**src/design/pulse_width_trigger_with_holdoff_defines.svh**
```systemverilog
// Assertion macros shared by the pulse width trigger RTL.
`ifndef PULSE_WIDTH_TRIGGER_WITH_HOLDOFF_DEFINES_SVH
`define PULSE_WIDTH_TRIGGER_WITH_HOLDOFF_DEFINES_SVH

// Check cons in the same cycle as ante.
`define PWTH_ASSERT_NOW(lbl, clk, rstn, ante, cons, msg) \
	lbl: assert property (@(posedge clk) disable iff (!rstn) (ante) |-> (cons)) \
		else $error(msg);

// Check cons in the cycle after ante.
`define PWTH_ASSERT_NEXT(lbl, clk, rstn, ante, cons, msg) \
	lbl: assert property (@(posedge clk) disable iff (!rstn) (ante) |=> (cons)) \
		else $error(msg);

`endif

```
**src/design/pwth_pkg.sv**
```systemverilog
// Types, register map and helper functions for the pulse width trigger.
`default_nettype none

package pwth_pkg;

	localparam int unsigned TICK_W = 32;
	localparam int unsigned CNT_W  = 16;
	localparam int unsigned DIST_W = 16;
	localparam int unsigned IR_W   = 7;
	localparam int unsigned NUM_DIST = 4;

	localparam logic [CNT_W-1:0] CNT_MAX = {CNT_W{1'b1}};

	// Register indexes (byte address = 4 * index).
	localparam logic [2:0] REG_RANGE_MIN  = 3'd0;
	localparam logic [2:0] REG_RANGE_MAX  = 3'd1;
	localparam logic [2:0] REG_WIDTH_MIN  = 3'd2;
	localparam logic [2:0] REG_WIDTH_MAX  = 3'd3;
	localparam logic [2:0] REG_HOLDOFF    = 3'd4;
	localparam logic [2:0] REG_IR_ENABLE  = 3'd5;
	localparam logic [2:0] REG_REARM_BACK = 3'd6;

	// Reset values.
	localparam logic [15:0] RST_RANGE_MIN  = 16'd200;
	localparam logic [15:0] RST_RANGE_MAX  = 16'd800;
	localparam logic [15:0] RST_WIDTH_MIN  = 16'd2;
	localparam logic [15:0] RST_WIDTH_MAX  = 16'd20;
	localparam logic [15:0] RST_HOLDOFF    = 16'd1500;
	localparam logic        RST_IR_ENABLE  = 1'b1;
	localparam logic [15:0] RST_REARM_BACK = 16'd1000;

	typedef struct packed {
		logic [15:0] range_min;
		logic [15:0] range_max;
		logic [15:0] width_min;
		logic [15:0] width_max;
		logic [15:0] holdoff_ticks;
		logic        ir_enable;
		logic [15:0] rearm_back;
	} pwth_cfg_t;

	// Early re-arm of the ultrasonic holdoff from the IR path.
	typedef struct packed {
		logic              fire;
		logic [TICK_W-1:0] stamp;
	} pwth_rearm_t;

	function automatic logic [CNT_W-1:0] sat_inc(input logic [CNT_W-1:0] v);
		return (v == CNT_MAX) ? CNT_MAX : v + 1'b1;
	endfunction

	function automatic logic in_width(input logic [CNT_W-1:0] c,
			input logic [15:0] lo, input logic [15:0] hi);
		return (c < hi) && (c > lo);
	endfunction

	// Wrap-safe elapsed time test.
	function automatic logic held_off(input logic [TICK_W-1:0] now,
			input logic [TICK_W-1:0] last, input logic [15:0] holdoff);
		logic [TICK_W-1:0] elapsed;
		elapsed = now - last;
		return elapsed < {{(TICK_W-16){1'b0}}, holdoff};
	endfunction

endpackage

`default_nettype wire

```
**src/design/pwth_ultra.sv**
```systemverilog
// Ultrasonic path: window detect, pulse width count and holdoff.
`default_nettype none
`include "pulse_width_trigger_with_holdoff_defines.svh"

module pwth_ultra import pwth_pkg::*; #(
	parameter int unsigned SONAR_COUNT = 4
) (
	input  logic              clk,
	input  logic              arst_n,
	input  logic              adv,
	input  pwth_cfg_t         cfg,
	input  logic [TICK_W-1:0] now,
	input  logic [DIST_W-1:0] dists [NUM_DIST],
	input  pwth_rearm_t       rearm,
	output logic              fire
);

	logic [CNT_W-1:0]  count_q;
	logic [TICK_W-1:0] last_q;
	logic              held;
	logic              high;
	logic [CNT_W-1:0]  count_d;

	always_comb begin
		high = 1'b0;
		for (int i = 0; i < SONAR_COUNT; i++) begin
			if (dists[i] != '0 && dists[i] < cfg.range_max && dists[i] > cfg.range_min)
				high = 1'b1;
		end
	end

	assign held = held_off(now, last_q, cfg.holdoff_ticks);
	assign fire = !held && !high && in_width(count_q, cfg.width_min, cfg.width_max);

	always_comb begin
		if (held)
			count_d = count_q;
		else if (high)
			count_d = sat_inc(count_q);
		else
			count_d = '0;
	end

	always_ff @(posedge clk or negedge arst_n) begin
		if (!arst_n) begin
			count_q <= '0;
			last_q  <= '0;
		end else if (adv) begin
			count_q <= count_d;
			// IR fire overrides the ultrasonic stamp.
			if (rearm.fire)
				last_q <= rearm.stamp;
			else if (fire)
				last_q <= now;
		end
	end

	`PWTH_ASSERT_NEXT(a_holdoff_freezes_count, clk, arst_n, adv && held, count_q == $past(count_q), "count moved during holdoff")
	`PWTH_ASSERT_NEXT(a_fire_clears_count, clk, arst_n, adv && fire, count_q == '0, "count not cleared after fire")
	`PWTH_ASSERT_NEXT(a_rearm_wins, clk, arst_n, adv && rearm.fire, last_q == $past(rearm.stamp), "rearm stamp not taken")

endmodule

`default_nettype wire

```
**src/design/pwth_ir.sv**
```systemverilog
// IR path: high count, holdoff stamp and fire with ultrasonic re-arm.
`default_nettype none
`include "pulse_width_trigger_with_holdoff_defines.svh"

module pwth_ir import pwth_pkg::*; (
	input  logic              clk,
	input  logic              arst_n,
	input  logic              adv,
	input  pwth_cfg_t         cfg,
	input  logic [TICK_W-1:0] now,
	input  logic [IR_W-1:0]   ir_bits,
	output logic              fire,
	output pwth_rearm_t       rearm
);

	logic [CNT_W-1:0]  cnt_q;
	logic [TICK_W-1:0] last_q;
	logic              hit;
	logic [CNT_W-1:0]  cnt_inc;
	logic              stamp_now;
	logic [TICK_W-1:0] last_new;

	assign hit       = |ir_bits;
	assign cnt_inc   = sat_inc(cnt_q);
	assign stamp_now = in_width(cnt_inc, cfg.width_min, cfg.width_max);
	// Holdoff is judged against the stamp as updated by this very beat.
	assign last_new  = stamp_now ? now : last_q;
	assign fire      = cfg.ir_enable && hit && !held_off(now, last_new, cfg.holdoff_ticks);

	assign rearm.fire  = fire;
	assign rearm.stamp = now - {{(TICK_W-16){1'b0}}, cfg.rearm_back};

	always_ff @(posedge clk or negedge arst_n) begin
		if (!arst_n) begin
			cnt_q  <= '0;
			last_q <= '0;
		end else if (adv && cfg.ir_enable) begin
			if (hit) begin
				cnt_q <= cnt_inc;
				if (stamp_now)
					last_q <= now;
			end else begin
				cnt_q <= '0;
			end
		end
	end

	`PWTH_ASSERT_NEXT(a_disabled_holds, clk, arst_n, adv && !cfg.ir_enable, $stable(cnt_q) && $stable(last_q), "IR state moved while disabled")
	`PWTH_ASSERT_NEXT(a_low_clears, clk, arst_n, adv && cfg.ir_enable && !hit, cnt_q == '0, "IR count not cleared")
	`PWTH_ASSERT_NEXT(a_count_saturates, clk, arst_n, adv && cfg.ir_enable && hit && cnt_q == CNT_MAX, cnt_q == CNT_MAX, "IR count wrapped")

endmodule

`default_nettype wire

```
**src/design/pulse_width_trigger_with_holdoff.sv**
```systemverilog
// Top level: APB registers, input and result registers, both detection paths.
`default_nettype none

// Pulse width trigger with holdoff. Each input beat (tick time, up to four
// ultrasonic distances, seven IR bits) yields exactly one result beat with
// ultra_fire and ir_fire. One beat is taken every clock unless out_ready
// stalls the result; the input register loads at the accepting edge and
// hands it on to the result register once that frees up. The state update
// loop allows this: counters and time stamps are updated in the same cycle
// the result is computed, so the next beat sees them. The user must write
// APB registers only while no beat is in flight; the block does not enforce it.

module pulse_width_trigger_with_holdoff import pwth_pkg::*; #(
	parameter int unsigned SONAR_COUNT = 4
) (
	input  logic        clk,
	input  logic        arst_n,
	// input beat
	input  logic        in_valid,
	output logic        in_ready,
	input  logic [31:0] now_ticks,
	input  logic [15:0] dist_a,
	input  logic [15:0] dist_b,
	input  logic [15:0] dist_c,
	input  logic [15:0] dist_d,
	input  logic [6:0]  ir_bits,
	// result beat
	output logic        out_valid,
	input  logic        out_ready,
	output logic        ultra_fire,
	output logic        ir_fire,
	// register port
	input  logic        psel,
	input  logic        penable,
	input  logic        pwrite,
	input  logic [4:0]  paddr,
	input  logic [31:0] pwdata,
	output logic [31:0] prdata,
	output logic        pready
);

	pwth_cfg_t         cfg_q;
	logic [2:0]        reg_idx;
	logic              apb_wr;

	logic              valid_s1;
	logic [TICK_W-1:0] now_s1;
	logic [DIST_W-1:0] dist_s1 [NUM_DIST];
	logic [IR_W-1:0]   ir_s1;
	logic              adv;

	logic              out_valid_q;
	logic              ultra_fire_q;
	logic              ir_fire_q;

	logic              ultra_fire_d;
	logic              ir_fire_d;
	pwth_rearm_t       rearm;

	// Register port
	assign pready  = 1'b1;
	assign reg_idx = paddr[4:2];
	assign apb_wr  = psel && penable && pwrite && pready;

	always_ff @(posedge clk or negedge arst_n) begin
		if (!arst_n) begin
			cfg_q.range_min     <= RST_RANGE_MIN;
			cfg_q.range_max     <= RST_RANGE_MAX;
			cfg_q.width_min     <= RST_WIDTH_MIN;
			cfg_q.width_max     <= RST_WIDTH_MAX;
			cfg_q.holdoff_ticks <= RST_HOLDOFF;
			cfg_q.ir_enable     <= RST_IR_ENABLE;
			cfg_q.rearm_back    <= RST_REARM_BACK;
		end else if (apb_wr) begin
			unique case (reg_idx)
				REG_RANGE_MIN:  cfg_q.range_min     <= pwdata[15:0];
				REG_RANGE_MAX:  cfg_q.range_max     <= pwdata[15:0];
				REG_WIDTH_MIN:  cfg_q.width_min     <= pwdata[15:0];
				REG_WIDTH_MAX:  cfg_q.width_max     <= pwdata[15:0];
				REG_HOLDOFF:    cfg_q.holdoff_ticks <= pwdata[15:0];
				REG_IR_ENABLE:  cfg_q.ir_enable     <= pwdata[0];
				REG_REARM_BACK: cfg_q.rearm_back    <= pwdata[15:0];
				default: ;
			endcase
		end
	end

	always_comb begin
		unique case (reg_idx)
			REG_RANGE_MIN:  prdata = {16'd0, cfg_q.range_min};
			REG_RANGE_MAX:  prdata = {16'd0, cfg_q.range_max};
			REG_WIDTH_MIN:  prdata = {16'd0, cfg_q.width_min};
			REG_WIDTH_MAX:  prdata = {16'd0, cfg_q.width_max};
			REG_HOLDOFF:    prdata = {16'd0, cfg_q.holdoff_ticks};
			REG_IR_ENABLE:  prdata = {31'd0, cfg_q.ir_enable};
			REG_REARM_BACK: prdata = {16'd0, cfg_q.rearm_back};
			default:        prdata = '0;
		endcase
	end

	// Input register: advance into the result register when it frees up.
	assign adv      = valid_s1 && (!out_valid_q || out_ready);
	assign in_ready = !valid_s1 || adv;

	always_ff @(posedge clk or negedge arst_n) begin
		if (!arst_n)
			valid_s1 <= 1'b0;
		else if (in_ready)
			valid_s1 <= in_valid;
	end

	always_ff @(posedge clk) begin
		if (in_valid && in_ready) begin
			now_s1     <= now_ticks;
			dist_s1[0] <= dist_a;
			dist_s1[1] <= dist_b;
			dist_s1[2] <= dist_c;
			dist_s1[3] <= dist_d;
			ir_s1      <= ir_bits;
		end
	end

	pwth_ultra #(
		.SONAR_COUNT(SONAR_COUNT)
	) u_ultra (
		.clk    (clk),
		.arst_n (arst_n),
		.adv    (adv),
		.cfg    (cfg_q),
		.now    (now_s1),
		.dists  (dist_s1),
		.rearm  (rearm),
		.fire   (ultra_fire_d)
	);

	pwth_ir u_ir (
		.clk     (clk),
		.arst_n  (arst_n),
		.adv     (adv),
		.cfg     (cfg_q),
		.now     (now_s1),
		.ir_bits (ir_s1),
		.fire    (ir_fire_d),
		.rearm   (rearm)
	);

	// Result register: hold until the beat is taken.
	always_ff @(posedge clk or negedge arst_n) begin
		if (!arst_n)
			out_valid_q <= 1'b0;
		else if (adv)
			out_valid_q <= 1'b1;
		else if (out_ready)
			out_valid_q <= 1'b0;
	end

	always_ff @(posedge clk) begin
		if (adv) begin
			ultra_fire_q <= ultra_fire_d;
			ir_fire_q    <= ir_fire_d;
		end
	end

	assign out_valid  = out_valid_q;
	assign ultra_fire = ultra_fire_q;
	assign ir_fire    = ir_fire_q;

endmodule

`default_nettype wire

```
**config.mk**
```make
export PLATFORM = sky130hd
export DESIGN_NAME = pulse_width_trigger_with_holdoff
export DESIGN_NICKNAME = d
export VERILOG_FILES = /design/src/design/pwth_pkg.sv /design/src/design/pwth_ultra.sv /design/src/design/pwth_ir.sv /design/src/design/pulse_width_trigger_with_holdoff.sv
export VERILOG_INCLUDE_DIRS = /design/src /design/src/design
export SDC_FILE = /design/constraint.sdc
export NUM_CORES = 1
export LEC_CHECK = 0
export ABC_AREA = 1
export BUFFER_PORTS_ARGS = -buffer_cell sky130_fd_sc_hd__buf_2
export CAP_MARGIN = 20
export CORE_MARGIN = 10
export CORE_UTILIZATION = 64
export CTS_CLUSTER_SIZE = 14
export DETAILED_ROUTE_END_ITERATION = 16
export PLACE_DENSITY = 0.84
export RECOVER_POWER = 100
export REMOVE_ABC_BUFFERS = 1
export SKIP_LAST_GASP = 1
export SLEW_MARGIN = 20
export SYNTH_ARGS = -nofsm -noshare
export SYNTH_HDL_FRONTEND = slang
export SYNTH_HIERARCHICAL = 1
export SYNTH_SLANG_ARGS = --single-unit
```
**constraint.sdc**
```tcl
create_clock -name clk -period 20 [get_ports clk]
set_input_delay 2 -clock clk [delete_from_list [all_inputs] [get_ports clk]]
set_output_delay 2 -clock clk [all_outputs]
set_load 0.01 [all_outputs]
```
Word-level counts from Yosys, hierarchy flattened
Cells that the tools add are included.

operators by class
  multiplexer cells = 14
  equality and inequality tests = 8
  $add $sub $neg = 5
  order comparisons = 14
  reductions and logical operators = 44
  bitwise operators = 1

operators by type and width
  operator                 number
  $pmux W16 S7             1
  $gt A16 B16 Y1           6
  $lt A16 B16 Y1           6
  $mux W32                 3
  $lt A32 B16 Y1           2
  $mux W16                 4
  $reduce_bool A16 Y1      4
  $sub A32 B32 Y32         2
  $add A16 B1 Y16 const B  2
  $eq A16 B16 Y1 const B   2
  $sub A32 B16 Y32         1
  $reduce_and A2 Y1        10
  $logic_and A1 B1 Y1      19
  $eq A3 B3 Y1 const B     3
  $reduce_or A7 Y1         1
  $eq A3 B2 Y1 const B     2
  $mux W1                  6
  $logic_not A1 Y1         5
  $reduce_bool A2 Y1       2
  $eq A3 B1 Y1 const B     1
  $logic_not A3 Y1         1
  $logic_or A1 B1 Y1       2
  $not A1 Y1               1

storage, ports and cells
  input bits = 147
  word-level logic and storage cells = 107
  output and inout bits = 37
  bits in registers = 300

Depth between registers and ports, before layout
  depth after elaboration = 12
  depth in mapped cells = 60
  mapped depth without buffers = 54

Cells and area by module
Netlist, hierarchy kept.

modules (own cells, without submodules)
  module                            cells each  seq. area each (um^2)  instances  area each (um^2)
  pwth_ultra                        1567        1201.2                 1          9491.6
  pulse_width_trigger_with_holdoff  762         5659.2                 1          8340.5
  pwth_ir                           1085        1201.2                 1          6855.3

Least setup slack after synthesis
OpenSTA, ideal clock, no wires.

  path kind = register to register
  start point = register u_ir.cnt_q[2]
  end point = register u_ultra.last_q[18]
  cell stages (with the launch flop) = 59
  required time = 19.934 ns
  buffers on the path = 5
  setup slack = 12.659 ns
  setup time = 0.066 ns
  clock period less this slack = 7.341 ns
  arrival time = 7.275 ns
  cells stage by stage = dfrtp_1 -> inv_1 -> nor3_1 -> inv_1 -> nor2_1 -> inv_1 -> nor3_1 -> inv_1 -> nor2_1 -> inv_1 -> nor3_1 -> nand2_1 -> nor2_1 -> inv_1 -> nor3_1 -> o21ai_0 -> ha_1 -> nand2_1 -> [... 23 more ...] -> xor2_1 -> ha_1 -> nand4_1 -> o221ai_1 -> a21oi_1 -> nand3_1 -> nor2_1 -> nand3_1 -> nor2_1 -> nor2_1 -> buf_4 -> clkbuf_1 -> inv_1 -> clkbuf_1 -> nand2_1 -> nand2_1 -> nand3_1 -> nand2_1

on the way
  longest elaborated chain between the ends = 11
  elaborated cells on any way between the ends = 14
  those cells by class = add/sub: 2; order compare: 3; eq/ne: 1; mux: 3; reduce/logical: 5

RTL lines
  element                                                   RTL line                                text
  start: declaration                                        pwth_ir.sv:16                           logic [CNT_W-1:0] cnt_q;
  start signal: assignment                                  pwth_ir.sv:39                           cnt_q <= cnt_inc;
  $add A16 B1 Y16 / $eq A16 B16 Y1 (equally long branches)  pwth_pkg.sv:49                          return (v == CNT_MAX) ? CNT_MAX : v + 1'b1;
  $mux W16 *                                                pwth_pkg.sv:49
  $lt A16 B16 Y1 / $gt A16 B16 Y1 (equally long branches)   pwth_pkg.sv:54                          return (c < hi) && (c > lo);
  $logic_and A1 B1 Y1 *                                     pwth_pkg.sv:54
  $mux W32 *                                                -
  net u_ir.last_new[1]                                      pwth_ir.sv:21                           logic [TICK_W-1:0] last_new;
  $sub A32 B32 Y32 *                                        pwth_pkg.sv:61                          elapsed = now - last;
  $lt A32 B16 Y1 *                                          pwth_pkg.sv:62                          return elapsed < {{(TICK_W-16){1'b0}}, holdoff};
  $logic_not A1 Y1 *                                        pwth_ir.sv:28                           assign fire = cfg.ir_enable && hit && !held_off(now, last_new, cfg.holdoff_ticks);
  $logic_and A1 B1 Y1 *                                     pwth_ir.sv:28
  net ir_fire_d                                             pulse_width_trigger_with_holdoff.sv:57  logic ir_fire_d;
  $reduce_bool A2 Y1 (no line)                              -
  $reduce_and A2 Y1 (no line)                               -
  end signal: assignment                                    pwth_ultra.sv:52                        last_q <= rearm.stamp;
  end signal: assignment                                    pwth_ultra.sv:54                        last_q <= now;
  end: declaration                                          pwth_ultra.sv:19                        logic [TICK_W-1:0] last_q;

The timed path passes the listed nets; every way through them passes the cells marked *.
A chain may end at the register's enable or synchronous reset.

Worst setup path in the final report
  start point = register u_ir.cnt_q[2]
  end point = register u_ultra.last_q[21]

on the way
  longest elaborated chain between the ends = 11
  elaborated cells on any way between the ends = 14
  those cells by class = add/sub: 2; order compare: 3; eq/ne: 1; mux: 3; reduce/logical: 5

RTL lines
  element                                                   RTL line
  $add A16 B1 Y16 / $eq A16 B16 Y1 (equally long branches)  pwth_pkg.sv:49
  $mux W16 *                                                pwth_pkg.sv:49
  $lt A16 B16 Y1 / $gt A16 B16 Y1 (equally long branches)   pwth_pkg.sv:54
  $logic_and A1 B1 Y1 *                                     pwth_pkg.sv:54
  $mux W32 *                                                -
  $sub A32 B32 Y32 *                                        pwth_pkg.sv:61
  $lt A32 B16 Y1 *                                          pwth_pkg.sv:62
  $logic_not A1 Y1 *                                        pwth_ir.sv:28
  $logic_and A1 B1 Y1 *                                     pwth_ir.sv:28
  net ir_fire_d                                             pulse_width_trigger_with_holdoff.sv:57
  $reduce_bool A2 Y1 (no line)                              -
  $reduce_and A2 Y1 (no line)                               -

Marked as above.

==> run summary <==
final worst slack: 6544 ps
global-route usage over all layers: 31.20%
CTS Buf Count: 36
Final Setup Violations: 0
crit-path max cell delay: 1470 ps
Crit path depth: 54
DIE AREA: 46830 sq um
Setup TNS: 0 ps
commonest non-fill, non-tap cell in the layout: nand2_1
P per Cell Area: 130.2 nW/um^2
hold path cells: 2
Distinct cells, synth: 59
number of synthesized flops with an enable pin: 105
hpwl dp: 57.55 mm
GRT Residual Overflow: 0
Synth Area per Inst: 7.231 sq um
clock slew at reported path FFs: 50 ps
violated checks: capacitance limit, slew limit
PortBufs: 148
Resized Gates After CTS: 0
Worst path most repeated cell: nand2_1
Post-synth top flop: dfrtp_1
share of the synthesized area in the top cell type: 17.43%
IO Count: 184
vias in the first global route: 22630
Filler Cell Count: 3316
max-capacitance violation count: 12
postcts setup bufs: 0
critical path startpoint category: flip-flop
CTS tree: yes
Die Wd: 216.4 um
CP top delay family: simple AND/OR/NAND/NOR gates
layout cell share with drive strength beyond 1: 7.658%
CTS H-tree depth: 2
pre-CTS setup slack: 10090 ps
DR vias/cell: 5.780
Post-Synthesis Cells: 3414
Worst Hold Class: reg2reg
Antenna Nets Post-Route: 0
first-pass GRT wire length: 118.2 mm
RSZ-0062 raised after global routing: no
CP Class: reg2reg
Worst Path Max Fanout: 53
Design Area, Final: 26560 sq um
post-synthesis cell area: 24690 sq um
Clock Skews: 36.75 ps
Tightest Pin Transition: 5195 ps
Starting Density: 65.24%
latest clock arrival within the worst-skew pair: 580 ps
outcome: complete, but fails checks
Placed Area: 25650 sq um
Async SR Flop Fraction: 65.00%
routability-driven placement congestion ratio: 0.9988
Final Hold Fails: 0
element type at the critical path end: flip-flop
post-cts hold buffer count: 0
Residual DRC: 0
clock sink count: 300
CP bufs+invs: 10
synth top area cells: dfrtp_1 (17%), nand2_1 (15%), ha_1 (15%), edfxtp_1 (13%), inv_1 (8.0%)
Worst slew margin: -246.3%
register area share after synthesis: 32.65%
flops & latches, synth: 300
DR pass1 iterations: 8
DR WL/cell: 18.33 um
largest net degree at the start of global routing: 89
area growth from synthesis to layout: 7.577%
critical path arrival: 13880 ps
highest-count cells in the layout ignoring fill and taps: nand2_1 (995), inv_1 (526), ha_1 (293), o21ai_0 (246), nor2_1 (216)
fin crit period: 13460 ps
Die Ht: 216.4 um
via count: 23490
Core Box Area: 37840 sq um
Syn. warnings: 6
row count: 71
Worst Path Required: 20420 ps
Initial DRC Count: 2430
P_leak: 13.66 nW
Yosys top cell by area: dfrtp_1
Final nets: 3968
clk buf depth: 3
Slew Viols, Final: 631
CTS root buffer: clkbuf_16
Final period util: 67.28%
wirelength, routed: 74.48 mm
CP max stage cell: clkbuf_1
FMAX: 0.07432 GHz
peak supply drop: 134.1 uV
FF-to-FF path depth: 54
antenna violations before repair: 3
-- worst reg2reg max path, delay by kind of cell (launching register included) --
family	cells	cell delay (ps)
buffers and inverters	10	4170
adders and majority gates	3	1120
xor gates and xnor gates	1	110
DFF	1	370
and+or+nand+nor	30	5920
AOI/OAI and AO/OA	10	1640
-- metal layers --
layer  global-route usage [%]  wire [um]
met4                    15.47       3845
met3                    4.930       6011
met2                    50.27      33660
met5                        0         21
met1                    40.16      30940
-- layout make-up --
type | instances | area, sq um | area share (%)
Multi-Input combinational cell | 2491 | 13970 | 52.59
Inverter | 538 | 2022 | 7.613
Tap cell | 511 | 639.4 | 2.407
Clock buffer | 46 | 958.4 | 3.609
Sequential cell | 300 | 8061 | 30.35
Antenna cell | 1 | 2.502 | 0.009422
Clock inverter | 19 | 150.1 | 0.5653
Timing Repair Buffer | 158 | 757.0 | 2.850
-- Yosys cell counts (all sizes together), types with 9 or more instances --
| cell | n |
|---|---|
| a211oi | 11 |
| a21oi | 193 |
| buf | 60 |
| clkbuf | 40 |
| dfrtp | 172 |
| dfstp | 23 |
| edfxtp | 105 |
| ha | 293 |
| inv | 535 |
| nand2 | 1024 |
| nand3 | 175 |
| nand3b | 13 |
| nand4 | 96 |
| nor2 | 232 |
| nor3 | 38 |
| nor4 | 12 |
| o211ai | 9 |
| o21a | 9 |
| o21ai | 249 |
| o22ai | 12 |
| xnor2 | 15 |
| xor2 | 52 |
-- path summary, 6_finish.rpt --
| path | endpoint | from | slack, ps |
|---|---|---|---|
| setup / recovery | u_ultra/last_q[21] | u_ir/cnt_q[2] | 6540 |
| hold / removal | u_ultra/last_q[14] | u_ultra/last_q[14] | 470 |
| setup reg to reg | u_ultra/last_q[21] | u_ir/cnt_q[2] | 6540 |
| hold reg to reg | u_ultra/last_q[14] | u_ultra/last_q[14] | 470 |
| max in group asynchronous | u_ultra/last_q[10] | arst_n | 12100 |
| min in group asynchronous | u_ultra/count_q[2] | arst_n | 3300 |
-- report_power, final --
| group | internal [mW] | switching [mW] | leakage (nW) |
|---|---|---|---|
| Combinational | 0.689 | 1.24 | 9.67 |
| Sequential | 0.777 | 0.127 | 3.45 |
| Clock | 0.355 | 0.275 | 0.534 |
| Total | 1.82 | 1.64 | 13.7 |
-- cell families (layout without fill, tap and decap cells) --
kind of cell / count (synthesis) / count (layout) / synth area share [%]
buffers and inverters: 638 / 761 / 10.57
AND/OR/NAND/NOR: 1600 / 1600 / 28.04
other: 2 / 18 / 0.03042
flip-flops: 300 / 300 / 32.65
AO/OA/AOI/OAI: 511 / 511 / 11.24
adder cells (fa/ha/maj): 296 / 296 / 15.09
XOR/XNOR: 67 / 67 / 2.377
-- metrics by stage --
stage / std cells / util (%) / power, mW / hold slack, ps
2_1_floorplan: 3329 / - / 2.278 / 441.9
3_3_place_gp: 3998 / 67.77 / 2.715 / 453.4
3_5_place_dp: 3998 / 67.77 / 2.787 / 459.0
4_1_cts: 4063 / 70.70 / 3.434 / 472.7
5_1_grt: 4063 / 70.17 / 3.768 / 489.6
6_report: 4064 / 70.18 / 3.458 / 470.0
-- state kept, by name, indices dropped and copies added, names as in the netlist --
register	count
valid_s1	1
out_valid	1
u_ir/last_q	32
u_ir/cnt_q	16
dist_s1	64
u_ultra/last_q	32
ir_fire	1
ultra_fire	1
now_s1	32
cfg_q	97
ir_s1	7
u_ultra/count_q	16
No activity file was read; power rests on OpenSTA's default activity.
